$ cat src/rtl/core/cxpd_pkg.sv
// ----------------------------------------------------------------------------
// cxpd_pkg
// Shared types and codes for the chained XOR packet decoder: the item
// opcodes, the input item record and the result record.
// ----------------------------------------------------------------------------
package cxpd_pkg;

   // Width of every byte-wide field and chain register.
   localparam int ByteWidth = 8;

   typedef logic [ByteWidth-1:0] byte_type;

   // Item opcodes.
   localparam logic OP_HEADER  = 1'b0;
   localparam logic OP_PAYLOAD = 1'b1;

   // Reset value of the position counter (positions are 1-based).
   localparam byte_type POS_FIRST = byte_type'(1);

   // Packet key after reset.
   localparam byte_type PACKET_KEY_RESET = '0;

   // One input item as it sits in the input register.
   typedef struct packed {
      logic     opcode;
      byte_type rand_key;
      byte_type check_sum;
      byte_type cipher_byte;
      logic     last;
   } item_type;

   // One result item as it sits in the result register.
   typedef struct packed {
      byte_type plain_byte;
      logic     byte_valid;
      logic     packet_done;
      logic     checksum_ok;
   } result_type;

endpackage

$ cat src/rtl/core/chained_xor_packet_decoder.sv
// ----------------------------------------------------------------------------
// chained_xor_packet_decoder
// Deciphers packet payload bytes protected by a two-layer chained XOR and
// checks the payload byte sum against the sum carried in the header.
//
//   Channel  Ports                      Direction  Transfer when
//   req      req_valid / req_stall      in         valid high, stall low
//   rsp      rsp_valid / rsp_stall      out        valid high, stall low
//   csr      csr_wr_en / csr_wr_data    in         write enable high
//
// One item is accepted every cycle while req_stall is low; the input register
// takes it at the transfer edge, and the result register takes its result
// once the decode stage advances, which puts it on the response ports.
// The chain update is a few 8-bit adds and XORs between those registers.
// Reset is synchronous and active high; it clears the chain state, sets the
// position to one and the packet key to zero.
// A stalled result holds the decode stage, and the input register then stalls
// the request side once it is full.
// ----------------------------------------------------------------------------
module chained_xor_packet_decoder (
   input  logic       clock,
   input  logic       reset,
   // Request channel.
   input  logic       req_valid,
   output logic       req_stall,
   input  logic       req_opcode,
   input  logic [7:0] req_rand_key,
   input  logic [7:0] req_check_sum,
   input  logic [7:0] req_cipher_byte,
   input  logic       req_last,
   // Response channel.
   output logic       rsp_valid,
   input  logic       rsp_stall,
   output logic [7:0] rsp_plain_byte,
   output logic       rsp_byte_valid,
   output logic       rsp_packet_done,
   output logic       rsp_checksum_ok,
   // Configuration port.
   input  logic       csr_wr_en,
   input  logic [7:0] csr_wr_data
);

   cxpd_pkg::item_type   req_item;
   cxpd_pkg::item_type   item;
   cxpd_pkg::result_type rsp;
   logic                 item_valid;
   logic                 advance;

   // Gather the request fields into one item.
   assign req_item.opcode      = req_opcode;
   assign req_item.rand_key    = req_rand_key;
   assign req_item.check_sum   = req_check_sum;
   assign req_item.cipher_byte = req_cipher_byte;
   assign req_item.last        = req_last;

   cxpd_in_reg u_in_reg (
      .clock      (clock),
      .reset      (reset),
      .req_valid  (req_valid),
      .req_stall  (req_stall),
      .req_item   (req_item),
      .advance    (advance),
      .item_valid (item_valid),
      .item       (item)
   );

   cxpd_core u_core (
      .clock       (clock),
      .reset       (reset),
      .csr_wr_en   (csr_wr_en),
      .csr_wr_data (csr_wr_data),
      .item_valid  (item_valid),
      .item        (item),
      .advance     (advance),
      .rsp_valid   (rsp_valid),
      .rsp_stall   (rsp_stall),
      .rsp         (rsp)
   );

   // Spread the result record over the response ports.
   assign rsp_plain_byte  = rsp.plain_byte;
   assign rsp_byte_valid  = rsp.byte_valid;
   assign rsp_packet_done = rsp.packet_done;
   assign rsp_checksum_ok = rsp.checksum_ok;

endmodule

$ cat src/rtl/core/cxpd_in_reg.sv
// ----------------------------------------------------------------------------
// cxpd_in_reg
// Input register of the decoder. It holds one accepted item and releases it
// to the decode stage whenever that stage advances.
// ----------------------------------------------------------------------------
module cxpd_in_reg (
   input  logic               clock,
   input  logic               reset,
   input  logic               req_valid,
   output logic               req_stall,
   input  cxpd_pkg::item_type req_item,
   input  logic               advance,
   output logic               item_valid,
   output cxpd_pkg::item_type item
);

   logic               valid_ff;
   logic               valid_in;
   cxpd_pkg::item_type item_ff;
   cxpd_pkg::item_type item_in;
   logic               load;

   // The register takes a new transfer when it is empty or being drained.
   assign load      = !valid_ff || advance;
   assign req_stall = !load;

   always_comb begin
      valid_in = valid_ff;
      item_in  = item_ff;
      if (load) begin
         valid_in = req_valid;
         if (req_valid) begin
            item_in = req_item;
         end
      end
   end

   // Valid flag is control state; the payload needs no reset.
   always_ff @(posedge clock) begin
      if (reset) begin
         valid_ff <= 1'b0;
      end else begin
         valid_ff <= valid_in;
      end
   end

   always_ff @(posedge clock) begin
      item_ff <= item_in;
   end

   assign item_valid = valid_ff;
   assign item       = item_ff;

endmodule

$ cat src/rtl/core/cxpd_core.sv
// ----------------------------------------------------------------------------
// cxpd_core
// Decode stage: holds the packet key and chain state, deciphers one item per
// cycle unless stalled, by 8-bit adds and XORs, and loads the result register.
// ----------------------------------------------------------------------------
module cxpd_core (
   input  logic                 clock,
   input  logic                 reset,
   input  logic                 csr_wr_en,
   input  cxpd_pkg::byte_type   csr_wr_data,
   input  logic                 item_valid,
   input  cxpd_pkg::item_type   item,
   output logic                 advance,
   output logic                 rsp_valid,
   input  logic                 rsp_stall,
   output cxpd_pkg::result_type rsp
);

   logic                 rsp_valid_ff;
   logic                 rsp_valid_in;
   cxpd_pkg::result_type rsp_ff;
   cxpd_pkg::result_type rsp_in;

   cxpd_pkg::byte_type   packet_key_ff;
   cxpd_pkg::byte_type   packet_key_in;
   cxpd_pkg::byte_type   prev_plain_ff;
   cxpd_pkg::byte_type   prev_plain_in;
   cxpd_pkg::byte_type   prev_cipher_ff;
   cxpd_pkg::byte_type   prev_cipher_in;
   cxpd_pkg::byte_type   held_rand_key_ff;
   cxpd_pkg::byte_type   held_rand_key_in;
   cxpd_pkg::byte_type   expected_sum_ff;
   cxpd_pkg::byte_type   expected_sum_in;
   cxpd_pkg::byte_type   running_sum_ff;
   cxpd_pkg::byte_type   running_sum_in;
   cxpd_pkg::byte_type   position_ff;
   cxpd_pkg::byte_type   position_in;

   cxpd_pkg::byte_type   key_outer;
   cxpd_pkg::byte_type   key_inner;
   cxpd_pkg::byte_type   stage_byte;
   cxpd_pkg::byte_type   plain;
   cxpd_pkg::byte_type   header_plain;
   logic                 fire;

   // The stage moves when the result register is empty or being taken.
   assign advance = !rsp_valid_ff || !rsp_stall;
   assign fire    = advance && item_valid;

   // Packet key register, written through the configuration port.
   assign packet_key_in = csr_wr_en ? csr_wr_data : packet_key_ff;

   // Cipher keys for a payload byte; all sums wrap at 256.
   assign key_outer    = prev_cipher_ff + packet_key_ff + position_ff + 8'd1;
   assign stage_byte   = item.cipher_byte ^ key_outer;
   assign key_inner    = prev_plain_ff + held_rand_key_ff + position_ff + 8'd1;
   assign plain        = stage_byte ^ key_inner;
   assign header_plain = item.check_sum ^ (packet_key_ff + 8'd1);

   // Next chain state and next result.
   always_comb begin
      prev_plain_in    = prev_plain_ff;
      prev_cipher_in   = prev_cipher_ff;
      held_rand_key_in = held_rand_key_ff;
      expected_sum_in  = expected_sum_ff;
      running_sum_in   = running_sum_ff;
      position_in      = position_ff;
      rsp_valid_in     = rsp_valid_ff;
      rsp_in           = rsp_ff;
      if (advance) begin
         rsp_valid_in = item_valid;
      end
      if (fire) begin
         case (item.opcode)
            cxpd_pkg::OP_HEADER: begin
               prev_plain_in    = header_plain;
               expected_sum_in  = header_plain ^ (item.rand_key + 8'd1);
               prev_cipher_in   = item.check_sum;
               held_rand_key_in = item.rand_key;
               running_sum_in   = '0;
               position_in      = cxpd_pkg::POS_FIRST;
               rsp_in.plain_byte = '0;
               rsp_in.byte_valid = 1'b0;
            end
            default: begin
               prev_plain_in     = stage_byte;
               prev_cipher_in    = item.cipher_byte;
               running_sum_in    = running_sum_ff + plain;
               position_in       = position_ff + 8'd1;
               rsp_in.plain_byte = plain;
               rsp_in.byte_valid = 1'b1;
            end
         endcase
         // The sum check sees the state as this item leaves it.
         rsp_in.packet_done = item.last;
         rsp_in.checksum_ok = item.last && (running_sum_in == expected_sum_in);
      end
   end

   // Control state and chain state.
   always_ff @(posedge clock) begin
      if (reset) begin
         rsp_valid_ff     <= 1'b0;
         packet_key_ff    <= cxpd_pkg::PACKET_KEY_RESET;
         prev_plain_ff    <= '0;
         prev_cipher_ff   <= '0;
         held_rand_key_ff <= '0;
         expected_sum_ff  <= '0;
         running_sum_ff   <= '0;
         position_ff      <= cxpd_pkg::POS_FIRST;
      end else begin
         rsp_valid_ff     <= rsp_valid_in;
         packet_key_ff    <= packet_key_in;
         prev_plain_ff    <= prev_plain_in;
         prev_cipher_ff   <= prev_cipher_in;
         held_rand_key_ff <= held_rand_key_in;
         expected_sum_ff  <= expected_sum_in;
         running_sum_ff   <= running_sum_in;
         position_ff      <= position_in;
      end
   end

   // Result payload register.
   always_ff @(posedge clock) begin
      rsp_ff <= rsp_in;
   end

   assign rsp_valid = rsp_valid_ff;
   assign rsp       = rsp_ff;

endmodule

$ cat config.mk
export PLATFORM = sky130hd
export DESIGN_NAME = chained_xor_packet_decoder
export DESIGN_NICKNAME = d
export VERILOG_FILES = /design/src/rtl/core/cxpd_pkg.sv /design/src/rtl/core/chained_xor_packet_decoder.sv /design/src/rtl/core/cxpd_in_reg.sv /design/src/rtl/core/cxpd_core.sv
export SDC_FILE = /design/constraint.sdc
export NUM_CORES = 1
export LEC_CHECK = 0
export BUFFER_PORTS_ARGS = -buffer_cell sky130_fd_sc_hd__clkbuf_2
export CORE_MARGIN = 3
export CORE_UTILIZATION = 54
export DETAILED_ROUTE_END_ITERATION = 6
export PLACE_DENSITY = 0.74
export REMOVE_ABC_BUFFERS = 1
export SYNTH_ARGS = -nofsm -noshare
export SYNTH_HDL_FRONTEND = slang
export SYNTH_SLANG_ARGS = --single-unit
$ cat constraint.sdc
create_clock -name clock -period 4.2 [get_ports clock]
set_input_delay 0.42 -clock clock [delete_from_list [all_inputs] [get_ports clock]]
set_output_delay 0.42 -clock clock [all_outputs]
set_load 0.01 [all_outputs]
Yosys cells after proc, flatten, opt, wreduce, memory -nomap -nowiden
Cells that the tools add are included.
{"block": "op_classes", "div_mod_pow": 0, "addsub": 10, "n_mux": 8, "n_bitwise": 5, "n_reduce_logical": 10, "n_lt_le_gt_ge": 0, "eq_ne": 1, "n_mul": 0, "shift": 0}
{"op": "8-bit 2-to-1 mux", "count": 7}
{"op": "8-bit by 1-bit adder with 8-bit output, second input constant", "count": 5}
{"op": "8-bit adder", "count": 5}
{"op": "8-bit XOR", "count": 4}
{"op": "8-bit equality test", "count": 1}
{"op": "1-bit logical NOT", "count": 4}
{"op": "2-bit AND reduction", "count": 2}
{"op": "1-bit logical AND", "count": 2}
{"op": "1-bit logical OR", "count": 2}
{"op": "1-bit 2-to-1 mux", "count": 1}
{"op": "1-bit inverter", "count": 1}
{"block": "totals", "in_bits": 39, "register_bits": 95, "n_memories": 0, "output_inout_bits": 13, "ram_bits": 0, "rom_bits": 0, "latchBits": 0, "elab_cells": 52}

Depth between registers and ports, before layout
Gate-level depths: netlist of the first run.
{"block": "depth", "depth_word": 10, "mapped_depth": 20, "depth_no_buf": 20}

Cells and area by module
Synthesis of the first run repeated with hierarchy kept, for this count alone.
{"block": "unflattened", "cells_unflattened": 510, "area_unflattened_um2": 5185.0}
{"module": "cxpd_core", "seq_area_each_um2": 1471.4, "area_per_inst_um2": 4354.2, "n_inst": 1, "cells_per_inst": 480}
{"module": "cxpd_in_reg", "seq_area_each_um2": 800.8, "area_per_inst_um2": 830.8, "n_inst": 1, "cells_per_inst": 30}

Least setup slack after synthesis of the first run
Ideal clock, no wire load.
{"block": "synth_path", "kind": "reg2reg", "startpoint": "register u_core.position_ff[1]", "endpoint": "register u_core.rsp_ff (netlist bit u_core.rsp[0]) (data pin)", "arrival_ns": 4.193, "required_time_ns": 4.052, "stages_incl_launch_ff": 17, "setup_ns": 0.148, "slack_ns": -0.142, "cell_sequence": "dfxtp_1 > fa_1 > fa_1 > a21o_1 > a21oi_1 > o21bai_1 > a21oi_1 > xnor2_1 > xnor3_1 > ha_1 > and3b_1 > a211oi_1 > o211ai_2 > nor3_1 > a311oi_1 > or4b_1 > mux2i_1"}
{"block": "synth_via", "elab_chain_cells": 9, "word_cells_on_any_way": 11, "classes_between": "add/sub (5); eq/ne (1); mux (2); bitwise (2); reduce/logical (1)"}
{"element": "start: declaration", "line_no": "cxpd_core.sv:36", "text": "cxpd_pkg::byte_type position_ff;"}
{"element": "start signal: assignment", "line_no": "cxpd_core.sv:110", "text": "position_ff <= cxpd_pkg::POS_FIRST;"}
{"element": "start signal: assignment", "line_no": "cxpd_core.sv:119", "text": "position_ff <= position_in;"}
{"element": "8-bit adder", "line_no": "cxpd_core.sv:54", "text": "assign key_outer = prev_cipher_ff + packet_key_ff + position_ff + 8'd1;"}
{"element": "8-bit by 1-bit adder with 8-bit output", "line_no": "cxpd_core.sv:54"}
{"element": "8-bit XOR", "line_no": "cxpd_core.sv:55", "text": "assign stage_byte = item.cipher_byte ^ key_outer;"}
{"element": "8-bit XOR (*)", "line_no": "cxpd_core.sv:57", "text": "assign plain = stage_byte ^ key_inner;"}
{"element": "net u_core.plain[6]", "line_no": "cxpd_core.sv:42", "text": "cxpd_pkg::byte_type plain;"}
{"element": "8-bit adder (*)", "line_no": "cxpd_core.sv:88", "text": "running_sum_in = running_sum_ff + plain;"}
{"element": "8-bit 2-to-1 mux (*)", "line_no": "cxpd_core.sv:74", "text": "case (item.opcode)"}
{"element": "8-bit 2-to-1 mux (*)", "line_no": "cxpd_core.sv:73", "text": "if (fire) begin"}
{"element": "8-bit equality test (*)", "line_no": "cxpd_core.sv:96", "text": "rsp_in.checksum_ok = item.last && (running_sum_in == expected_sum_in);"}
{"element": "1-bit logical AND (*)", "line_no": "cxpd_core.sv:96"}
{"element": "end signal: assignment", "line_no": "cxpd_core.sv:125", "text": "rsp_ff <= rsp_in;"}
{"element": "end: declaration", "line_no": "cxpd_core.sv:21", "text": "cxpd_pkg::result_type rsp_ff;"}
Mark *: on every way through the listed nets, which the timed path passes. The rest lies on a longest branch. The select of a mux whose other input is x is not followed.
A chain may end at the register's enable or synchronous reset.

Final worst setup path of the first run
Same ends and word-level chain as after synthesis.

==> results of run 1 <==
-- flip-flops by register name (all words and copies together) (netlist names) --
| name | count |
|---|---|
| u_core.running_sum_ff | 8 |
| u_core.prev_cipher_ff | 8 |
| u_core.rsp_valid | 1 |
| u_core.packet_key_ff | 8 |
| u_core.prev_plain_ff | 8 |
| u_in_reg.item_valid | 1 |
| u_in_reg.item | 26 |
| u_core.expected_sum_ff | 8 |
| u_core.held_rand_key_ff | 8 |
| u_core.rsp | 11 |
| u_core.position_ff | 8 |
-- power breakdown --
part	total, W	internal (W)	switching [W]
sequential	0.00107	0.00102	0.0000444
combinational	0.000760	0.000363	0.000398
clock	0.000604	0.000248	0.000356
total	0.00243	0.00163	0.000798
-- cells in the mapped netlist (3+ instances only) --
master	n	area, um2
a211oi_1	12	90.1
a21oi_1	32	160
a22oi_1	5	37.5
and2_1	7	43.8
and3_1	7	43.8
buf_1	5	18.8
clkbuf_1	13	48.8
dfxtp_1	58	1160
edfxtp_1	37	1110
fa_1	15	300
ha_1	26	325
inv_1	17	63.8
mux2i_1	19	190
nand2_1	40	150
nand3_1	17	85.1
nand4_1	4	25.0
nor2_1	71	267
nor2b_1	7	43.8
nor3_1	11	55.1
o211ai_1	5	37.5
o21a_1	5	37.5
o21ai_0	6	30.0
or4b_1	3	30.0
xnor2_1	51	447
xor2_1	20	175
-- logic make-up after synthesis --
family | after synthesis | share of synthesized area
AND/OR/NAND/NOR | 178 | 0.155
flip-flops | 95 | 0.429
AO/OA/AOI/OAI | 85 | 0.107
XOR/XNOR | 74 | 0.128
adder cells (fa/ha/maj) | 41 | 0.118
buffers and inverters | 37 | 0.0276
multiplexers | 19 | 0.0359
-- timing repair --
| item | 4_1_cts | 5_1_grt |
|---|---|---|
| setup buffers | 2 | 1 |
| pin swaps | 17 | 10 |
| setup endpoints to repair | 2 | 2 |
| hold endpoints to repair | 0 | 0 |
| hold buffers | 0 | 0 |
| resized for setup | 23 | 18 |
| gates cloned | 0 | 0 |
-- metrics by stage --
step | power [W] | setup slack [ns] | utilization | setup TNS (ns)
floorplan | 0.00156 | -0.148 | - | -0.148
global placement | 0.00173 | -0.236 | 0.626 | -0.369
detailed placement | 0.00176 | -0.389 | 0.626 | -0.630
CTS | 0.00239 | -0.0579 | 0.657 | -0.0579
global route | 0.00256 | -0.183 | 0.667 | -0.342
finish | 0.00243 | -0.0108 | 0.667 | -0.0108
-- final cells by class --
class | count | area (um2) | share of cell area
multi-input cells | 397 | 3030 | 0.485
well taps | 129 | 161 | 0.0258
repair buffers | 84 | 510 | 0.0816
clock inverters | 6 | 63.8 | 0.0102
flip-flops and latches | 95 | 2280 | 0.365
inverters | 18 | 67.6 | 0.0108
clock buffers | 10 | 138 | 0.0220
-- path summary, 6_finish.rpt --
| kind | end | slack (ns) | cells after the start | startpoint |
|---|---|---|---|---|
| hold reg to reg | u_core.running_sum_ff[0]$_SDFFE_PP0P_ | 0.47 | 2 | u_core.running_sum_ff[0]$_SDFFE_PP0P_ |
| setup reg to reg | u_core.rsp[0]$_DFFE_PP_ | -0.01 | 17 | u_core.position_ff[1]$_SDFFE_PP0P_ |
| hold / removal | u_in_reg.item[18]$_DFFE_PP_ | 0.22 | 1 | req_rand_key[1] |
| setup / recovery | u_core.rsp[0]$_DFFE_PP_ | -0.01 | 17 | u_core.position_ff[1]$_SDFFE_PP0P_ |
-- critical path: stages, from the launching register on --
cell	delay [ns]
dfxtp_2	0.35
fa_2	0.50
fa_2	0.38
a21o_1	0.17
a21oi_2	0.15
o21bai_1	0.09
a21oi_2	0.18
xnor2_2	0.16
xnor3_2	0.42
ha_4	0.25
buf_6	0.13
nor2b_2	0.14
o2111ai_2	0.15
o211ai_2	0.12
and3_1	0.18
a311oi_1	0.05
or4b_1	0.52
mux2i_1	0.13
-- routing by layer --
layer | share of wire | track usage | vias up
met1 | 0.43 | 0.270 | 1955
li1 | - | - | 1986
met5 | 0 | 0 | -
met4 | 0.013 | 0.0609 | 0
met2 | 0.52 | 0.398 | 83
met3 | 0.037 | 0.0377 | 14
==> out/metrics.yaml, run 1 <==
die_x_um: 105
failed_checks: "setup timing"
dr.pass1.iters: 4
final_nets: 685
mostFrequentLayoutCells: "nor2_1 (70), dfxtp_1 (52), clkbuf_2 (51), xnor2_1 (45), nand2_1 (40)"
synth_edf_count: 37
fin_crit_ns: 4.21
final_antenna_net_count: 0
cts_htree_levels: 3
synth_flop_cell: "dfxtp_1"
clk_latency_ns: 0.37
fin_skew_ns: 0.00936
fin_area_um2: 6250
gr-total-overflow: 0
cts_root_buffer: "clkbuf_8"
cap_violations: 0
drtIter0Drc: 182
wire_per_inst_um: 16.0
numCtsBuffers: 9
p_leak_nw: 2.59
cts_tree: "yes"
core-area_um2: 9370
powerDensity_nw_per_um2: 389
ys_async_sr_fraction: 0
setup_violations: 1
vdd_ir_drop_max_v: 0.000216
ys_seq_area_frac: 0.429
clk_pin_slew_worst_paths_ns: 0.10
num_vias: 4038
final_common_cell: "nor2_1"
fill_cells: 763
dpl.hpwl_um: 8680
drc: 0
wl_um: 11800
worst_slew_pin_slew_ns: 1.19
syn-instance-count: 529
instances_no_fill: 739
dp.cells: 720
rows: 35
fp.dieH_um: 105
worstPathArrival_ns: 4.44
rsz0062_at_grt: "yes"
synth_cell_type_count: 56
netlist_area_um2: 5300
track_usage: 0.220
avgSynthCellArea_um2: 10.0
grt_pass1_vias: 4072
endpoint_kind: "register"
fin_ws_ns: -0.0108
yosysWarningCount: 0
hold_path.class: "in -> reg"
area_growth_syn_to_layout_pct: 18.0
n_antenna_cell: 0
boundaryPins: 52
layout_worst_path_cycle_share: 1.00
grt_max_degree: 50
start_util: 0.565
drv_slew: 0
cts.sinks: 95
routed_via_density: 5.46
crit_path_start_kind: "register"
grt_pass1_wl_um: 19300
path_max_fanout: 4
gp_congestion: 0.834
antenna_found_initial: 0
finalHoldViolations: 0
die_area_um2: 11000
max_slew_margin: 0.201
status: "finished with violations"
numPortBuffers: 51
clockBufferDepth: 2
fmax_mhz: 237
required_ns: 4.42
synth-seq-cells: 95
drive_gt1_frac: 0.234
path_class: "reg -> reg"
hold_ws_ns: 0.219
dpl_cell_area_um2: 5860
Note: power is estimated with default switching activity, not from simulation.
==> inputs of run 2 (changes only) <==
--- a/config.mk
+++ b/config.mk
@@ -6,6 +6,7 @@
 export NUM_CORES = 1
 export LEC_CHECK = 0
 export BUFFER_PORTS_ARGS = -buffer_cell sky130_fd_sc_hd__clkbuf_2
+export CORE_ASPECT_RATIO = 0.9
 export CORE_MARGIN = 3
 export CORE_UTILIZATION = 54
 export DETAILED_ROUTE_END_ITERATION = 6
==> run 2 against run 1 <==
  * Fmax decreased by 2.8%
  * Total power increased by 1.9%
  * Largest cell class unchanged
  * Critical path type unchanged
  * Worst hold slack got worse by 0.0072 ns
  * Die area about the same
  * Flip-flop and latch count unchanged
  * Final area increased by 0.72%
  * Sequential share of layout area decreased by 0.30 points
  * Highest routed layer unchanged
  * Register-to-register slack got worse by 0.12 ns
  * The run still ends with setup timing left
==> out/metrics.yaml, run 2 (same netlist as run 1, synthesis figures left out) <==
required_ns: 4.43  # was 4.42 ns
numPortBuffers: 51  # unchanged
crit_start: "u_core.position_ff[0]$_SDFFE_PP1P_"  # was u_core.position_ff[1]$_SDFFE_PP0P_
cts_tree: "yes"  # unchanged
worstPathArrival_ns: 4.56  # was 4.44 ns
layout_worst_path_cycle_share: 1.03  # was 1.00
endpoint_kind: "register"  # unchanged
dpl.hpwl_um: 8630  # was 8680 um
path_class: "reg -> reg"  # unchanged
r2r_start: "u_core.position_ff[0]$_SDFFE_PP1P_"  # was u_core.position_ff[1]$_SDFFE_PP0P_
clk_pin_slew_worst_paths_ns: 0.10  # about the same
powerDensity_nw_per_um2: 393  # was 389 nW/um2
fin_crit_ns: 4.33  # was 4.21 ns
path_buf_inv: 3  # was 1
worst_path_most_repeated_cell: "ha_4"
drc: 0  # unchanged
mostFrequentLayoutCells: "nor2_1 (70), dfxtp_1 (54), clkbuf_2 (51), xnor2_1 (46), nand2_1 (40)"  # was nor2_1 (70), dfxtp_1 (52), clkbuf_2 (51), xnor2_1 (45), nand2_1 (40)
dpl_cell_area_um2: 5830  # was 5860 um2
cts_htree_levels: 3  # unchanged
status: "finished with violations"  # unchanged
clockBufferDepth: 2  # unchanged
finalHoldViolations: 0  # unchanged
final_common_cell: "nor2_1"  # unchanged
cp_slowest_stage_delay_ns: 0.53  # was 0.52 ns
r2r_cells: 20  # was 17
final_antenna_net_count: 0  # unchanged
grt_pass1_wl_um: 20200  # was 19300 um
dr.pass1.iters: 5  # was 4
cts_root_buffer: "clkbuf_8"  # unchanged
power_w: 0.00248  # was 0.00243 W
routed_via_density: 5.59  # was 5.46
drive_gt1_frac: 0.242  # was 0.234
num_vias: 4101  # was 4038
grt_max_degree: 50  # unchanged
path_max_fanout: 4  # unchanged
worstPathCellList: "inv_2 > ha_4 > inv_2 > ha_4 > fa_2 > a21o_1 > a21oi_2 > o21bai_1 > a21oi_2 > xnor2_2 > xnor3_2 > ha_4 > buf_6 > nor2b_4 > a211oi_2 > o211ai_2 > nor3_2 > a311oi_2 > or4b_1 > mux2i_1"  # was fa_2 > fa_2 > a21o_1 > a21oi_2 > o21bai_1 > a21oi_2 > xnor2_2 > xnor3_2 > ha_4 > buf_6 > nor2b_2 > o2111ai_2 > o211ai_2 > and3_1 > a311oi_1 > or4b_1 > mux2i_1
cp-endpoint: "u_core.rsp[0]$_DFFE_PP_"  # unchanged
fin_skew_ns: 0.0118  # was 0.00936 ns
place_ws_ns: -0.318  # was -0.389 ns
numCtsBuffers: 9  # unchanged
p_leak_nw: 2.59  # about the same
cp.depth: 20  # was 17
final_nets: 687  # was 685
min_from: "req_cipher_byte[2]"  # was req_rand_key[1]
failed_checks: "setup timing"  # unchanged
grt_pass1_vias: 4146  # was 4072
clk_latency_ns: 0.38  # was 0.37 ns
cts.sinks: 95  # unchanged
cap_violations: 0  # unchanged
wl_um: 12200  # was 11800 um
vdd_ir_drop_max_v: 0.000268  # was 0.000216 V
wire_per_inst_um: 16.6  # was 16.0 um
rrSetupSlack_ns: -0.13  # was -0.01 ns
gp_congestion: 0.873  # was 0.834
track_usage: 0.230  # was 0.220
gr-total-overflow: 0  # unchanged
holdBufCountCts: 0  # unchanged
fin_ws_ns: -0.132  # was -0.0108 ns
setup_violations: 1  # unchanged
hold_depth: 1  # unchanged
drv_slew: 0  # unchanged
fmax_mhz: 231  # was 237 MHz
fin_area_um2: 6300  # was 6250 um2
core-area_um2: 9330  # was 9370 um2
fp.dieH_um: 100  # was 105 um
largest_reg_flops: 26  # unchanged
hold_ws_ns: 0.212  # was 0.219 ns
die_x_um: 110  # was 105 um
cp_top_family: "adder cells"  # unchanged
rows: 33  # was 35
die_area_um2: 11000  # about the same
area_growth_syn_to_layout_pct: 18.9  # was 18.0%
crit_path_start_kind: "register"  # unchanged
boundaryPins: 52  # unchanged
r2r_end: "u_core.rsp[0]$_DFFE_PP_"  # unchanged
worst_slew_pin_slew_ns: 0.869  # was 1.19 ns
antenna_found_initial: 0  # unchanged
rsz0062_at_grt: "yes"  # unchanged
n_antenna_cell: 0  # unchanged
cp_slowest_cell: "or4b_1"  # unchanged
drtIter0Drc: 214  # was 182
max_slew_margin: 0.419  # was 0.201
hold_path.class: "in -> reg"  # unchanged
start_util: 0.568  # was 0.565
## run 2: changes by cell type in the layout (fill, tap and decap cells not counted), sizes merged
cell and delta:
buf +2, bufinv +1, inv -2, clkinvlp +1
## run 2: routing by layer
metal  vias to the layer above  track usage  share of wire
met5                         -            0              0
met4                         0       0.0758          0.022
met3                        26       0.0458          0.051
met2                       131        0.415           0.51
met1                      1957        0.278           0.41
li1                       1987            -              -
## run 2: worst min-delay path by stage
stage                                                          to  slack (ns)
after floorplan             u_core.running_sum_ff[0]$_SDFFE_PP0P_        0.43
after CTS                              u_in_reg.item[3]$_DFFE_PP_        0.20
after global placement      u_core.running_sum_ff[0]$_SDFFE_PP0P_        0.44
final                                  u_in_reg.item[3]$_DFFE_PP_        0.21
after global routing                  u_in_reg.item[10]$_DFFE_PP_        0.18
after detailed placement  u_core.held_rand_key_ff[0]$_SDFFE_PP0P_        0.46
## run 2: final cells by class
| type | instances | area (um2) |
|---|---|---|
| Clock inverter | 6 | 71.3 |
| Timing Repair Buffer | 86 | 529 |
| Clock buffer | 10 | 128 |
| Inverter | 18 | 67.6 |
| Multi-Input combinational cell | 397 | 3070 |
| Tap cell | 122 | 153 |
| Sequential cell | 95 | 2280 |
| Fill cell | 760 | 3030 |
## run 2: what timing repair did
action	CTS	global route
buffers inserted	6	2
setup endpoints to repair	2	2
resized for setup	31	17
pin swaps	30	6
hold endpoints to repair	0	0
## run 2: power breakdown
| group | total (W) | internal [W] | leakage [nW] | switching (W) |
|---|---|---|---|---|
| Clock | 0.000612 | 0.000279 | 0.0931 | 0.000333 |
| Combinational | 0.000800 | 0.000385 | 1.66 | 0.000414 |
| Sequential | 0.00106 | 0.00102 | 0.835 | 0.0000440 |
## run 2: per-stage QoR
stage / std cells / util / setup TNS [ns]
after floorplan: 510 / - / -0.148
after global placement: 710 / 0.625 / -0.233
after detailed placement: 710 / 0.625 / -0.442
after CTS: 732 / 0.664 / -0.0338
after global routing: 734 / 0.675 / -0.444
final: 734 / 0.675 / -0.132
==> inputs of run 3 (changes only) <==
--- a/config.mk
+++ b/config.mk
@@ -8,9 +8,11 @@
 export BUFFER_PORTS_ARGS = -buffer_cell sky130_fd_sc_hd__clkbuf_2
 export CORE_ASPECT_RATIO = 0.9
 export CORE_MARGIN = 3
-export CORE_UTILIZATION = 54
+export CORE_UTILIZATION = 56
+export CTS_BUF_LIST = sky130_fd_sc_hd__clkbuf_8
 export DETAILED_ROUTE_END_ITERATION = 6
-export PLACE_DENSITY = 0.74
+export MAX_ROUTING_LAYER = met4
+export PLACE_DENSITY = 0.76
 export REMOVE_ABC_BUFFERS = 1
 export SYNTH_ARGS = -nofsm -noshare
 export SYNTH_HDL_FRONTEND = slang
==> run 3 against run 2 <==
  * The flow still finishes with violations (setup timing)
  * Largest power group unchanged
  * Die area decreased by 3.4%
  * Total power decreased by 3.2%
  * Setup slack improved by 0.040 ns
  * Combinational power decreased by 3.5%
  * Cell count decreased by 0.14%
  * Sequential share of layout area increased by 0.33 points
  * Via count increased by 0.20%
  * First-iteration DRC count decreased by 11%
==> out/metrics.yaml, run 3 (same netlist as run 1, synthesis figures left out) <==
numPortBuffers: 51  # unchanged
r2r_end: "u_core.rsp[0]$_DFFE_PP_"  # unchanged
layout_worst_path_cycle_share: 1.02  # was 1.03
final-seq-area_um2: 2280  # about the same
drv_slew: 0  # unchanged
holdBufCountCts: 0  # unchanged
min_from: "req_cipher_byte[5]"  # was req_cipher_byte[2]
fin_crit_ns: 4.29  # was 4.33 ns
min_to: "u_in_reg.item[6]$_DFFE_PP_"  # was u_in_reg.item[3]$_DFFE_PP_
path_class: "reg -> reg"  # unchanged
cp_slowest_stage_delay_ns: 0.52  # was 0.53 ns
rrSetupSlack_ns: -0.09  # was -0.13 ns
drc: 0  # unchanged
fmax_mhz: 233  # was 231 MHz
cts.sinks: 95  # unchanged
rows: 33  # unchanged
p_leak_nw: 2.59  # about the same
path_buf_inv: 0  # was 3
worstPathArrival_ns: 4.51  # was 4.56 ns
drtIter0Drc: 190  # was 214
clockBufferDepth: 2  # unchanged
crit_path_start_kind: "register"  # unchanged
fp.dieH_um: 98.3  # was 100 um
numCtsBuffers: 9  # unchanged
required_ns: 4.41  # was 4.43 ns
max_slew_margin: 0.474  # was 0.419
n_antenna_cell: 0  # unchanged
core-area_um2: 9170  # was 9330 um2
num_vias: 4109  # was 4101
clk_latency_ns: 0.36  # was 0.38 ns
track_usage: 0.249  # was 0.230
use_met1: 0.306  # was 0.278
gp_congestion: 0.887  # was 0.873
grt_pass1_vias: 4243  # was 4146
instances_no_fill: 733  # was 734
cts_root_buffer: "clkbuf_8"  # unchanged
antenna_found_initial: 0  # unchanged
final_nets: 686  # was 687
finalHoldViolations: 0  # unchanged
cp_top_family: "adder cells"  # unchanged
worst_path_most_repeated_cell: "a21oi_2"  # was ha_4
cts_tree: "yes"  # unchanged
cts_htree_levels: 3  # unchanged
hold_depth: 1  # unchanged
cap_violations: 0  # unchanged
area_growth_syn_to_layout_pct: 17.9  # was 18.9%
final_common_cell: "nor2_1"  # unchanged
status: "finished with violations"  # unchanged
grt_max_degree: 50  # unchanged
mostFrequentLayoutCells: "nor2_1 (70), dfxtp_1 (53), clkbuf_2 (51), xnor2_1 (45), nand2_1 (40)"  # was nor2_1 (70), dfxtp_1 (54), clkbuf_2 (51), xnor2_1 (46), nand2_1 (40)
largest_reg_flops: 26  # unchanged
wire_per_inst_um: 16.4  # was 16.6 um
worstPathCellList: "fa_1 > fa_2 > a21o_1 > a21oi_2 > o21bai_1 > a21oi_2 > xnor2_2 > xnor3_2 > ha_4 > and3b_1 > a211oi_2 > o211ai_2 > nor3_2 > a311oi_2 > or4b_1 > mux2i_1"  # was inv_2 > ha_4 > inv_2 > ha_4 > fa_2 > a21o_1 > a21oi_2 > o21bai_1 > a21oi_2 > xnor2_2 > xnor3_2 > ha_4 > buf_6 > nor2b_4 > a211oi_2 > o211ai_2 > nor3_2 > a311oi_2 > or4b_1 > mux2i_1
fill_cells: 741  # was 760
gr-total-overflow: 0  # unchanged
cp_slowest_cell: "fa_1"  # was or4b_1
r2r_start: "u_core.packet_key_ff[1]$_SDFFE_PP0P_"  # was u_core.position_ff[0]$_SDFFE_PP1P_
dpl.hpwl_um: 8590  # was 8630 um
die_x_um: 109  # was 110 um
hold_path.class: "in -> reg"  # unchanged
setup_violations: 2  # was 1
boundaryPins: 52  # unchanged
endpoint_kind: "register"  # unchanged
r2r_cells: 16  # was 20
multi_input_area_um2: 3050  # was 3070 um2
rsz0062_at_grt: "yes"  # unchanged
gr-usage-met2: 0.421  # was 0.415
path_max_fanout: 3  # was 4
routed_via_density: 5.61  # was 5.59
worst_slew_pin_slew_ns: 0.787  # was 0.869 ns
fin_ws_ns: -0.0927  # was -0.132 ns
fin_util: 0.681  # was 0.675
dr.pass1.iters: 4  # was 5
use_met3: 0.0397  # was 0.0458
die_area_um2: 10700  # was 11000 um2
wl_um: 12000  # was 12200 um
clk_pin_slew_worst_paths_ns: 0.10  # about the same
vdd_ir_drop_max_v: 0.000202  # was 0.000268 V
dp.cells: 711  # was 710
final_antenna_net_count: 0  # unchanged
powerDensity_nw_per_um2: 384  # was 393 nW/um2
grt_pass1_wl_um: 20200  # about the same
drive_gt1_frac: 0.237  # was 0.242
failed_checks: "setup timing"  # unchanged
fin_skew_ns: 0.0121  # was 0.0118 ns
busiest_layer: "met2"  # unchanged
start_util: 0.578  # was 0.568
==> run 3: cell types whose count changed in the layout (fill, tap and decap cells not counted), moves of 2 or more <==
cell	change
inv_6	+4
buf_4	-2
nor2b_1	-2
nor2b_2	+3
clkinvlp_4	-2
inv_2	-2
inv_1	+3
clkinv_4	-2
ha_4	-2
==> run 3: what timing repair did <==
action	in CTS	in global routing
setup buffers	3	3
pin swaps	19	15
resized for setup	32	14
setup endpoints to repair	2	2
==> run 3: cell type report <==
cell class / instances / area share
timing repair buffer: 85 / 0.0842
clock inverter: 7 / 0.00821
sequential: 95 / 0.365
tap: 122 / 0.0244
clock buffer: 9 / 0.0198
inverter: 18 / 0.0108
multi-input combinational: 397 / 0.488
==> run 3: metrics by stage <==
step	setup WS (ns)	total power [W]	instance area (um2)	setup TNS, ns	hold WS, ns
2_1_floorplan	-0.148	0.00156	5220	-0.148	0.430
3_3_place_gp	-0.230	0.00173	5840	-0.239	0.444
3_5_place_dp	-0.293	0.00176	5840	-0.393	0.456
4_1_cts	-0.0231	0.00236	6150	-0.0231	0.207
5_1_grt	-0.318	0.00254	6240	-0.567	0.196
6_report	-0.0927	0.00240	6240	-0.137	0.225
==> run 3: worst reg2reg max path, stage by stage (launching register included) <==
cell	delay (ns)
dfxtp_2	0.34
fa_1	0.53
fa_2	0.38
a21o_1	0.18
a21oi_2	0.14
o21bai_1	0.09
a21oi_2	0.20
xnor2_2	0.16
xnor3_2	0.42
ha_4	0.31
and3b_1	0.19
a211oi_2	0.23
o211ai_2	0.15
nor3_2	0.16
a311oi_2	0.06
or4b_1	0.48
mux2i_1	0.14
==> run 3: per-layer routing <==
metal / vias up / routed length, um
met2: 131 / 6240
met5: - / 0
met3: 23 / 803
li1: 1991 / -
met4: 0 / 211
met1: 1964 / 4780
==> run 3: worst max-delay path by stage <==
stage | cells past startpoint | from | endpoint | slack [ns]
CTS | 18 | u_core.position_ff[2]$_SDFFE_PP0P_ | u_core.rsp[0]$_DFFE_PP_ | -0.02
detailed placement | 17 | u_core.position_ff[1]$_SDFFE_PP0P_ | u_core.rsp[0]$_DFFE_PP_ | -0.29
floorplan | 16 | u_core.position_ff[1]$_SDFFE_PP0P_ | u_core.rsp[0]$_DFFE_PP_ | -0.15
finish | 16 | u_core.packet_key_ff[1]$_SDFFE_PP0P_ | u_core.rsp[0]$_DFFE_PP_ | -0.09
global placement | 16 | u_core.position_ff[1]$_SDFFE_PP0P_ | u_core.rsp[0]$_DFFE_PP_ | -0.23
global route | 19 | u_core.position_ff[0]$_SDFFE_PP1P_ | u_core.rsp[0]$_DFFE_PP_ | -0.32
==> run 3: where the power goes <==
group	switching, W	internal (W)	leakage, nW
clock	0.000339	0.000222	0.0943
sequential	0.0000419	0.00102	0.835
combinational	0.000406	0.000366	1.66
total	0.000787	0.00161	2.59
